**config.mk**
```make
export PLATFORM = sky130hd
export DESIGN_NAME = mfs_cell
export DESIGN_NICKNAME = d
export VERILOG_FILES = /design/src/sv/mfs_pkg.sv /design/src/sv/mfs_cell.sv
export SDC_FILE = /design/constraint.sdc
export NUM_CORES = 1
export LEC_CHECK = 0
export CAP_MARGIN = 30
export CORE_UTILIZATION = 48
export CTS_CLUSTER_DIAMETER = 200
export DETAILED_ROUTE_END_ITERATION = 8
export DONT_BUFFER_PORTS = 1
export PLACE_DENSITY_LB_ADDON = 0.1
export SLEW_MARGIN = 20
export SYNTH_ARGS = -nofsm -noshare
export SYNTH_HDL_FRONTEND = slang
export SYNTH_SLANG_ARGS = --single-unit
```
**constraint.sdc**
```tcl
create_clock -name aclk -period 3.8 [get_ports aclk]
set_input_delay 0.57 -clock aclk [delete_from_list [all_inputs] [get_ports aclk]]
set_output_delay 0.57 -clock aclk [all_outputs]
set_load 0.005 [all_outputs]
```
**src/sv/mfs_pkg.sv**
```systemverilog
// Shared types, codes and sizing helpers for the max-frequency stack.
// Used by every module of the block; depends on nothing.
`timescale 1ns / 1ps

package mfs_pkg;

    localparam int CAPACITY_DEF = 64;
    localparam int VALUE_W      = 32;
    localparam int LEVEL_OUT_W  = 7;
    localparam int STATUS_W     = 2;
    localparam int FANIN        = 4;

    typedef enum logic {
        OP_PUSH = 1'b0,
        OP_POP  = 1'b1
    } op_t;

    typedef enum logic [STATUS_W-1:0] {
        ST_PUSHED = 2'd0,
        ST_POPPED = 2'd1,
        ST_EMPTY  = 2'd2,
        ST_FULL   = 2'd3
    } status_t;

    typedef struct packed {
        logic load;   // write the broadcast value and level
        logic shift;  // take the content of the cell above
    } cell_ctrl_t;

    // Levels of a 4-ary tree that covers cap leaves.
    function automatic int tree_levels(input int cap);
        int lv;
        lv = ($clog2(cap) + 1) / 2;
        if (lv < 1) begin
            lv = 1;
        end
        return lv;
    endfunction

endpackage

```
**src/sv/mfs_cell.sv**
```systemverilog
// One storage cell of the ordered entry row: value, level, valid.
// Depends on mfs_pkg.
`timescale 1ns / 1ps

module mfs_cell #(
    parameter int LVL_W = 7
) (
    input  logic                           aclk,
    input  logic                           aresetn,
    input  mfs_pkg::cell_ctrl_t            ctrl,
    input  logic [mfs_pkg::VALUE_W-1:0]    key_i,
    input  logic [LVL_W-1:0]               load_lvl_i,
    input  logic [mfs_pkg::VALUE_W-1:0]    up_val_i,
    input  logic [LVL_W-1:0]               up_lvl_i,
    input  logic                           up_vld_i,
    output logic [mfs_pkg::VALUE_W-1:0]    val_o,
    output logic [LVL_W-1:0]               lvl_o,
    output logic                           vld_o,
    output logic                           match_o
);

    logic                          vld_reg;
    logic [mfs_pkg::VALUE_W-1:0]   val_reg;
    logic [LVL_W-1:0]              lvl_reg;

    always_ff @(posedge aclk) begin
        if (!aresetn) begin
            vld_reg <= 1'b0;
        end else if (ctrl.load) begin
            vld_reg <= 1'b1;
        end else if (ctrl.shift) begin
            vld_reg <= up_vld_i;
        end
    end

    always_ff @(posedge aclk) begin
        if (ctrl.load) begin
            val_reg <= key_i;
            lvl_reg <= load_lvl_i;
        end else if (ctrl.shift) begin
            val_reg <= up_val_i;
            lvl_reg <= up_lvl_i;
        end
    end

    // An empty cell shows level zero and never matches.
    assign val_o   = val_reg;
    assign lvl_o   = vld_reg ? lvl_reg : '0;
    assign vld_o   = vld_reg;
    assign match_o = vld_reg && (val_reg == key_i);

endmodule

```
==> flow_summary.yaml <==
outcome:
  outcome: "finished, final reports clean"
place:
  port_buffers: 0
  gp_congestion: 0.649
  place_hpwl_mm: 2.71
  place_ws_ns: 1.66
  place_area_sq_um: 2120
cells_and_area:
  layout_commonest_cell: "mux2_2"
  fillers: 351
  multi_input_area_sq_um: 863
  final_layout_size_suffix_gt1_frac: 0.333
  regArea_sq_um: 1190
  final_area_sq_um: 2200
  nets: 223
  largest_register_ffs: 32
  antenna_cells: 0
  area_growth_pct: 5.72
  final_cell_mix: "mux2_2 (40), edfxtp_1 (39), xor2_1 (31)"
timing:
  drv_slew: 0
  worst_pin_slew_ns: 0.896
  rsz0062_at_grt: "no"
  setup_viol: 0
  final.setup.tns_ns: 0
  period_share: 0.609
  hold_viol_final: 0
  clock.fmax_ghz: 0.432
  final.min_clock_period_ns: 2.31
  fin_worst_skew_ns: 0
  setup_ws_ns: 1.49
  relSlewSlack: 0.403
  hold-worst-slack_ns: 0.420
pwr:
  finalPower_mw: 0.936
  power_density_nw_per_um2: 426
  p_leak_nw: 0.766
  peakVddDrop_v: 0.000202
drt:
  vias: 1089
  drtAntennaViolNets: 0
  wirelength_mm: 3.63
  wire_per_inst_microns: 19.0
  drc: 0
  dr.pass1.iters: 3
  detailroute.wirelength.met2_mm: 1.85
  wl_met3_microns: 387
  avgViaCountPerCell: 5.70
  drtIter0Drc: 26
  top_layer_used: "met4"
  wl_met1_mm: 1.37
floorplanning:
  io_pins: 124
  fp.dieH_microns: 67.8
  start_util: 0.509
  dieArea_sq_um: 4600
  die_w_microns: 67.8
  rows: 23
  coreArea_sq_um: 4090
worst_setup_path:
  slowest_stage: "edfxtp_1"
  crit_required_ns: 3.23
  path_buf_inv: 0
  crit_path_end_kind: "output pin"
  critPathArrivalTime_ns: 1.74
  start_kind: "flip-flop"
  crit_type: "reg2out"
  cp_cell_sequence: "xor2_1, nor4_1, nand4_1, nor3_2"
  path_max_fanout: 2
  crit_family: "simple AND/OR/NAND/NOR gates"
  cpPeakStageDelay_ns: 0.45
logic_synthesis:
  yosys.area_share.adder: 0
  synth_top_family_by_area: "multiplexers"
  synth-seq-cells: 40
  synth_simple_gate_area_frac: 0.0602
  avgSynthCellArea_sq_um: 15.1
  syn_nets: 221
  seq_area_frac_synth: 0.573
  synth_compound_area_frac: 0.00361
  synth_area_sq_um: 2080
  synthMuxAreaShare: 0.217
  ys_warn_count: 0
  synth-xor-area-share: 0.135
  syn-instance-count: 138
  netlist-cell-type-count: 15
global_routing:
  grt_max_degree: 42
  grt_pass1_vias: 1067
  grt-ovfl-total: 0
  grt_antenna_before_repair: 0
  grt_pass1_wl_mm: 4.85
  grt_util_all_layers: 0.152
clocking:
  clockRootBuffer: "clkbuf_8"
  clk_pin_slew_worst_paths_ns: 0.06
  clock_path_buffers: 2
  clkLatencyLatePin_ns: 0.27
  cts_buffers: 5
  tritoncts: "yes"
  cts.sinks: 40
  holdBufCountCts: 0
  postCtsResizedCells: 0
  htree_levels: 2
  cts_setup_buffers: 0
worst_hold_path:
  hold_path_class: "in2reg"
run:
  max-cap-violations: 0
[where the power goes]
part	leakage, nW	total [mW]	internal, mW	switching, mW
registers	0.406	0.581	0.542	0.0386
clock network	0.0395	0.260	0.130	0.129
logic	0.321	0.0955	0.0585	0.0370
total	0.766	0.936	0.731	0.205
[final cells by class]
cell class	count	area share
Clock buffer	8	0.0364
Sequential cell	40	0.542
Tap cell	50	0.0285
Multi-Input combinational cell	93	0.393
[routing by layer]
layer | vias to the layer above | global-route usage
met5 | - | 0
met4 | 0 | 0.0625
met3 | 2 | 0.0760
met2 | 71 | 0.259
met1 | 502 | 0.159
li1 | 514 | -
[cell usage after synthesis]
library cell	number	area [sq um]
clkbuf_1	1	3.75
or2_2	1	6.26
mux2_2	40	450
buf_2	4	20.0
nor3_2	1	10.0
nand4_1	1	6.26
xnor2_1	1	8.76
dfxtp_1	1	20.0
nand3_1	2	10.0
and2_1	7	43.8
o21a_1	1	7.51
edfxtp_1	39	1170
nor3_1	1	5.00
xor2_1	31	272
nor4_1	7	43.8
[through the flow]
stage | std cells | util
2_1_floorplan | 138 | -
3_3_place_gp | 183 | 0.518
3_5_place_dp | 183 | 0.518
4_1_cts | 191 | 0.538
5_1_grt | 191 | 0.538
6_report | 191 | 0.538
[cell families (layout without fill, tap and decap cells)]
logic type                count (synthesis)  after routing
DFF                                      40             40
buffers and inverters                     5              8
AOI/OAI and AO/OA                         1              1
xor gates and xnor gates                 32             32
muxes                                    40             40
and+or+nand+nor                          20             20
[path summary, 6_finish.rpt]
kind,start,to,slack [ns],cells after the start
max reg2reg,vld_o,vld_o,2.85,2
min reg2reg,vld_o,vld_o,0.82,2
min,aresetn,vld_o,0.42,1
max,val_o[30],match_o,1.49,4
No activity file was read; power rests on OpenSTA's default activity.
