<file path="src/sv/mfs_pkg.sv">
// Shared types, codes and sizing helpers for the max-frequency stack.
// Used by every module of the block; depends on nothing.
`timescale 1ns / 1ps

package mfs_pkg;

    localparam int CAPACITY_DEF = 64;
    localparam int VALUE_W      = 32;
    localparam int LEVEL_OUT_W  = 7;
    localparam int STATUS_W     = 2;
    localparam int FANIN        = 4;

    typedef enum logic {
        OP_PUSH = 1'b0,
        OP_POP  = 1'b1
    } op_t;

    typedef enum logic [STATUS_W-1:0] {
        ST_PUSHED = 2'd0,
        ST_POPPED = 2'd1,
        ST_EMPTY  = 2'd2,
        ST_FULL   = 2'd3
    } status_t;

    typedef struct packed {
        logic load;   // write the broadcast value and level
        logic shift;  // take the content of the cell above
    } cell_ctrl_t;

    // Levels of a 4-ary tree that covers cap leaves.
    function automatic int tree_levels(input int cap);
        int lv;
        lv = ($clog2(cap) + 1) / 2;
        if (lv < 1) begin
            lv = 1;
        end
        return lv;
    endfunction

endpackage

</file>
<file path="src/sv/mfs_node.sv">
// Registered 4-input node of the reduction tree: match count sum and
// highest level (later child wins ties) with its index and value. Uses mfs_pkg.
`timescale 1ns / 1ps

module mfs_node #(
    parameter int LVL_W = 7,
    parameter int IDX_W = 6
) (
    input  logic                                         aclk,
    input  logic [mfs_pkg::FANIN-1:0][LVL_W-1:0]         cnt_i,
    input  logic [mfs_pkg::FANIN-1:0][LVL_W-1:0]         lvl_i,
    input  logic [mfs_pkg::FANIN-1:0][IDX_W-1:0]         idx_i,
    input  logic [mfs_pkg::FANIN-1:0][mfs_pkg::VALUE_W-1:0] val_i,
    output logic [LVL_W-1:0]                             cnt_o,
    output logic [LVL_W-1:0]                             lvl_o,
    output logic [IDX_W-1:0]                             idx_o,
    output logic [mfs_pkg::VALUE_W-1:0]                  val_o
);

    logic [LVL_W+1:0]              sum;
    logic [LVL_W-1:0]              cnt_next, cnt_reg;
    logic [LVL_W-1:0]              lvl_next, lvl_reg;
    logic [IDX_W-1:0]              idx_next, idx_reg;
    logic [mfs_pkg::VALUE_W-1:0]   val_next, val_reg;

    always_comb begin
        sum = '0;
        for (int j = 0; j < mfs_pkg::FANIN; j++) begin
            sum = sum + (LVL_W+2)'(cnt_i[j]);
        end
        // total never exceeds the row size, so the narrow count is exact
        cnt_next = sum[LVL_W-1:0];
        lvl_next = lvl_i[0];
        idx_next = idx_i[0];
        val_next = val_i[0];
        for (int j = 1; j < mfs_pkg::FANIN; j++) begin
            if (lvl_i[j] >= lvl_next) begin
                lvl_next = lvl_i[j];
                idx_next = idx_i[j];
                val_next = val_i[j];
            end
        end
    end

    always_ff @(posedge aclk) begin
        cnt_reg <= cnt_next;
        lvl_reg <= lvl_next;
        idx_reg <= idx_next;
        val_reg <= val_next;
    end

    assign cnt_o = cnt_reg;
    assign lvl_o = lvl_reg;
    assign idx_o = idx_reg;
    assign val_o = val_reg;

endmodule

</file>
<file path="config.mk">
export PLATFORM = sky130hd
export DESIGN_NAME = mfs_node
export DESIGN_NICKNAME = d
export VERILOG_FILES = /design/src/sv/mfs_pkg.sv /design/src/sv/mfs_node.sv
export SDC_FILE = /design/constraint.sdc
export NUM_CORES = 1
export LEC_CHECK = 0
export BUFFER_PORTS_ARGS = -buffer_cell sky130_fd_sc_hd__buf_2
export CAP_MARGIN = 0
export CORE_MARGIN = 1.5
export CORE_UTILIZATION = 37
export CTS_BUF_LIST = sky130_fd_sc_hd__clkbuf_16
export DETAILED_ROUTE_END_ITERATION = 16
export GPL_ROUTABILITY_DRIVEN = 1
export GPL_TIMING_DRIVEN = 0
export HOLD_SLACK_MARGIN = 0.1
export PLACE_DENSITY = 0.83
export REMOVE_ABC_BUFFERS = 1
export SYNTH_ARGS = -nofsm -noshare
export SYNTH_HDL_FRONTEND = slang
export SYNTH_SLANG_ARGS = --single-unit
</file>
<file path="constraint.sdc">
create_clock -name aclk -period 4.5 [get_ports aclk]
set_input_delay 0 -clock aclk [delete_from_list [all_inputs] [get_ports aclk]]
set_output_delay 0 -clock aclk [all_outputs]
set_load 0.02 [all_outputs]
</file>
==> impl_metrics.yaml, run 1 <==
detailed_routing:
  ant_nets: 0
  routed_via_density: 5.48
  drt_iter0_drc: 244
  firstDrtPassIters: 5
  drcViolationCount: 0
  wl_per_cell_um: 20.7
  vias: 4768
  wirelength_um: 18000
die:
  core_area_um2: 9240
  dieWidth_um: 101
  ioPinCount: 261
  die_height_um: 101
  initial_core_util_pct: 38.2
  row_count: 35
  die_area_um2: 10100
sta:
  hold_viol: 0
  finalCriticalPeriod_ns: 4.64
  holdWs_ns: 0.104
  slew_headroom_pct: 34.7
  tightest_slew_ns: 0.978
  final.period_utilization_pct: 103
  maxSlewViolCount: 0
  setup_tns_ns: -3.90
  fin_ws_ns: -0.139
  setup_violations: 45
  fmax_mhz: 216
worst_setup_path:
  path_class: "input port to flop"
  start_kind: "input port"
  cp_data_required_time_ns: 4.67
  cp_top_family: "compound AO/OA/AOI/OAI gates"
  cp_slowest_cell: "a221o_2"
  path_buf_inv: 4
  end_kind: "flop"
  critical_path_arrival_ns: 4.81
  critPathMaxStageDelay_ns: 0.42
  cp_max_fo: 7
  worstPathCellList: "buf_2 > inv_2 > ha_4 > and3_4 > a221o_2 > a21oi_4 > mux2i_2 > ha_1 > a21o_1 > or3b_4 > o211a_4 > a21bo_4 > nor2b_4 > nor2_1 > ha_1 > nand2b_4 > a21oi_2 > o21ai_1 > nand4_1 > buf_6 > clkbuf_16 > nand3_4 > nand2_1 > o21ai_1"
power:
  p_leak_nw: 3.36
  power-per-cell-area_nw_per_um2: 445
  vdd_ir_drop_max_mv: 0.206
cells_and_area:
  nNetsFinal: 984
  syn_to_final_growth_pct: 84.9
  final_cells: 870
  layout_commonest_cell: "buf_2"
  final_cell_mix: "buf_2 (258), dlygate4sd3_1 (86), dfxtp_1 (52)"
  layout-drive-gt1-share_pct: 49.5
  utilization_pct: 70.7
clock_tree:
  root_buffer: "clkbuf_16"
  cts_buffers: 5
  cts_sinks: 52
  cts_max_level: 2
  ctsLongestPathBuffers: 2
  clk_pin_slew_ns: 0.07
  cts_tree: "built"
global_routing:
  antenna_found_initial: 1
  globalRouteTotalUtil_pct: 31.1
  grt_pass1_wl_um: 24100
  grt_max_degree: 32
  grt_pass1_vias: 5084
  grt_overflow: 0
synthesis:
  synth_area_um2: 3530
  synthCells: 368
  synth_edf_count: 0
  avgSynthCellArea_um2: 9.59
  synth_ff_type: "dfxtp_1"
  synthDistinctLibCells: 40
  yosys_warnings: 0
  synth-seq-cells: 52
  yosysSeqAreaShare_pct: 29.5
  async_flop_share_pct: 0
place:
  routabilityCongestion: 0.828
  place_inst: 740
  portBuffers: 260
  place_ws_ns: -2.36
  dpl.hpwl_um: 8560
run:
  max-cap-violations: 0
outcome:
  violations: "negative setup slack"
  status: "finished with violations"
worst_hold_path:
  hp-class: "input port to flop"
## Yosys cell counts (all sizes together), types with 2 or more instances
master  instances  area [um2]
nor2b           4        25.0
nand3           2        10.0
o21ai          50         250
a22o            4        35.0
nand2b          2        12.5
a21o            5        37.5
ha             25         313
mux2i          45         454
mux2           38         428
nand2          50         188
inv            16        60.1
clkbuf         12        45.0
dfxtp          52        1040
buf             6        65.1
nor2            4        15.0
nor3            2        10.0
a21oi          15        86.3
xnor2           8        70.1
fa             12         240
## power breakdown
part | internal, W | leakage [nW] | switching (W) | total (W)
Combinational | 0.000700 | 2.84 | 0.00103 | 0.00173
Clock | 0.000262 | 0.0814 | 0.000181 | 0.000444
Sequential | 0.000672 | 0.438 | 0.0000561 | 0.000728
Total | 0.00163 | 3.36 | 0.00127 | 0.00291
## sequential cells by signal, summed over array words and instances (netlist names)
register,cells
lvl_o,7
val_o,32
idx_o,6
cnt_o,7
## cells by family (layout without fill, tap and decap cells)
kind of cell | after synthesis | after routing | share of synthesized area (%)
AO/OA/AOI/OAI | 85 | 87 | 14.5
multiplexers | 83 | 83 | 25.0
AND/OR/NAND/NOR | 68 | 80 | 8.29
flip-flops | 52 | 52 | 29.5
adder cells (fa/ha/maj) | 37 | 37 | 15.7
buffers and inverters | 34 | 391 | 4.82
XOR/XNOR | 9 | 9 | 2.23
other | 0 | 2 | 0
## cell type report
class | count | area, um2
fillers | 637 | 2710
inverters | 16 | 60.1
clock buffers | 5 | 125
repair buffers | 367 | 2410
flip-flops and latches | 52 | 1040
clock inverters | 3 | 42.5
well taps | 129 | 161
diodes | 2 | 5.00
multi-input cells | 296 | 2680
## final timing paths
check  slack, ns                to  depth (start not counted)  startpoint
min         0.10  lvl_o[0]$_DFF_P_                          3   lvl_i[14]
max        -0.14  lvl_o[5]$_DFF_P_                         24    lvl_i[6]
## layer usage
metal | global-route usage (%) | routed length (um) | vias up
met5 | 0 | 0 | -
met4 | 20.3 | 1190 | 0
li1 | - | - | 2080
met3 | 7.21 | 1840 | 129
met1 | 31.7 | 6090 | 2177
met2 | 56.7 | 8930 | 382
## through the flow
stage / total power, W / cell area (um2)
2_1_floorplan: 0.00159 / 3420
3_3_place_gp: 0.00201 / 4880
3_5_place_dp: 0.00203 / 4920
4_1_cts: 0.00270 / 6210
5_1_grt: 0.00304 / 6530
6_report: 0.00291 / 6530
## timing repair
action                                  CTS  global route
pin swaps                                 6            14
hold endpoints to repair                 47             0
resized for setup                        14            26
endpoints found under the setup margin   45            45
hold buffers                             86             0
setup buffers                             8            10
gates cloned                             10             6
Power figures use the tool's default switching activity.
==> run 2, diff against run 1 <==
CORE_MARGIN = 4   (was 1.5)
PLACE_DENSITY = 0.74   (was 0.83)
==> run 2 against run 1 <==
Against the previous run:
- the flow still finishes with violations (negative setup slack)
- core utilization increased by 1.8 points
- die area increased by 10%
- cell count increased by 1.1%
- critical endpoint is now lvl_o[2]$_DFF_P_
- highest routed layer unchanged
- final area increased by 3.0%
- sequential power about the same
- sequential share of layout area decreased by 0.47 points
- combinational power increased by 5%
- wire length increased by 1.1%
==> impl_metrics.yaml, run 2 (synthesized netlist as in run 1, its figures left out) <==
detailed_routing:
  wirelength_um: 18200
  firstDrtPassIters: 5
  ant_nets: 0
  vias: 4722
  dr_wl_met2_um: 9400
  wl_met1_um: 6080
  highest_layer: "met4"
  drcViolationCount: 0
  drt_iter0_drc: 250
  routed_via_density: 5.37
  wl_per_cell_um: 20.7
  met3WireLength_um: 1700
sta:
  slew_headroom_pct: 62.8
  final.period_utilization_pct: 102
  finalCriticalPeriod_ns: 4.57
  tightest_slew_ns: 0.557
  hold_viol: 0
  fmax_mhz: 219
  fin_ws_ns: -0.0689
  maxSlewViolCount: 0
  setup_violations: 33
die:
  dieWidth_um: 106
  die_height_um: 106
  die_area_um2: 11200
  core_area_um2: 9280
  row_count: 35
  initial_core_util_pct: 38.0
  ioPinCount: 261
global_routing:
  grt_overflow: 0
  grt_pass1_vias: 4998
  grt_max_degree: 17
  globalRouteTotalUtil_pct: 29.1
  grt_pass1_wl_um: 25300
  antenna_found_initial: 0
worst_setup_path:
  end_kind: "flop"
  startpoint: "lvl_i[6]"
  critical_path_arrival_ns: 4.77
  cp_slowest_cell: "a221o_1"
  cp_data_required_time_ns: 4.70
  path_buf_inv: 8
  path_class: "input port to flop"
  cp_top_family: "compound AO/OA/AOI/OAI gates"
  cp_common_cell: "buf_12"
  cp_max_fo: 9
  crit_cells: 26
  start_kind: "input port"
  critPathMaxStageDelay_ns: 0.42
clock_tree:
  clk_pin_slew_ns: 0.07
  ctsLongestPathBuffers: 2
  cts_tree: "built"
  cts_buffers: 5
  cts_sinks: 52
  cts_max_level: 2
  root_buffer: "clkbuf_16"
place:
  portBuffers: 260
  place_area_um2: 4970
  routabilityCongestion: 0.871
  dpl.hpwl_um: 9430
cells_and_area:
  largest_reg_flops: 32
  layout-drive-gt1-share_pct: 52.1
  layout_commonest_cell: "buf_2"
  final_cell_mix: "buf_2 (256), dlygate4sd3_1 (86), dfxtp_1 (52)"
  nNetsFinal: 995
  utilization_pct: 72.5
  design_area_um2: 6730
  syn_to_final_growth_pct: 90.5
  regArea_um2: 1040
  multi_input_area_um2: 2780
  fillers: 660
power:
  p_leak_nw: 3.46
  power-per-cell-area_nw_per_um2: 436
  vdd_ir_drop_max_mv: 0.209
outcome:
  status: "finished with violations"
  violations: "negative setup slack"
worst_hold_path:
  hold_path_end: "val_o[5]$_DFF_P_"
  hold_path_depth: 4
  hp-class: "input port to flop"
  hold_path_startpoint: "val_i[5]"
run:
  max-cap-violations: 0
==> run 2: repair_timing <==
item	4_1_cts	5_1_grt
endpoints found under the hold margin	47	0
pin swaps	15	26
buffers inserted	19	8
cloned	17	0
setup endpoints to repair	45	45
gates resized for setup	37	37
hold buffers	86	0
==> run 2: how the worst max path moves through the flow <==
stage | endpoint
floorplan | lvl_o[0]$_DFF_P_
global placement | val_o[26]$_DFF_P_
detailed placement | lvl_o[0]$_DFF_P_
CTS | idx_o[2]$_DFF_P_
global route | lvl_o[2]$_DFF_P_
finish | lvl_o[2]$_DFF_P_
==> run 2: area by class of cell <==
type / count / share of cell area (%)
inverter: 16 / 1.00
clock inverter: 3 / 0.205
tap: 129 / 2.40
clock buffer: 5 / 1.86
timing repair buffer: 377 / 37.8
sequential: 52 / 15.5
antenna: 1 / 0.0372
multi-input combinational: 297 / 41.3
==> run 2: layer usage <==
layer | up-vias | GRT usage [%]
met5 | - | 0
met1 | 2172 | 29.0
met4 | 0 | 14.1
met3 | 99 | 8.45
met2 | 343 | 54.8
li1 | 2108 | -
==> run 2: stage by stage <==
step	hold WS, ns	worst slack [ns]	TNS [ns]	power (W)	std cells
after floorplan	0.108	-3.27	-139.98	0.00159	350
after CTS	0.102	0.000512	0	0.00285	872
after detailed placement	0.204	-2.35	-99.44	0.00206	742
after global routing	0.128	-0.149	-3.80	0.00307	879
final	0.107	-0.0689	-0.714	0.00293	880
after global placement	0.199	-5.39	-233.20	0.00202	739
==> run 2: report_power, final <==
group / internal (W) / switching [W] / leakage [nW]
Clock: 0.000203 / 0.000175 / 0.0710
Sequential: 0.000672 / 0.0000580 / 0.438
Combinational: 0.000755 / 0.00107 / 2.95
Total: 0.00163 / 0.00130 / 3.46
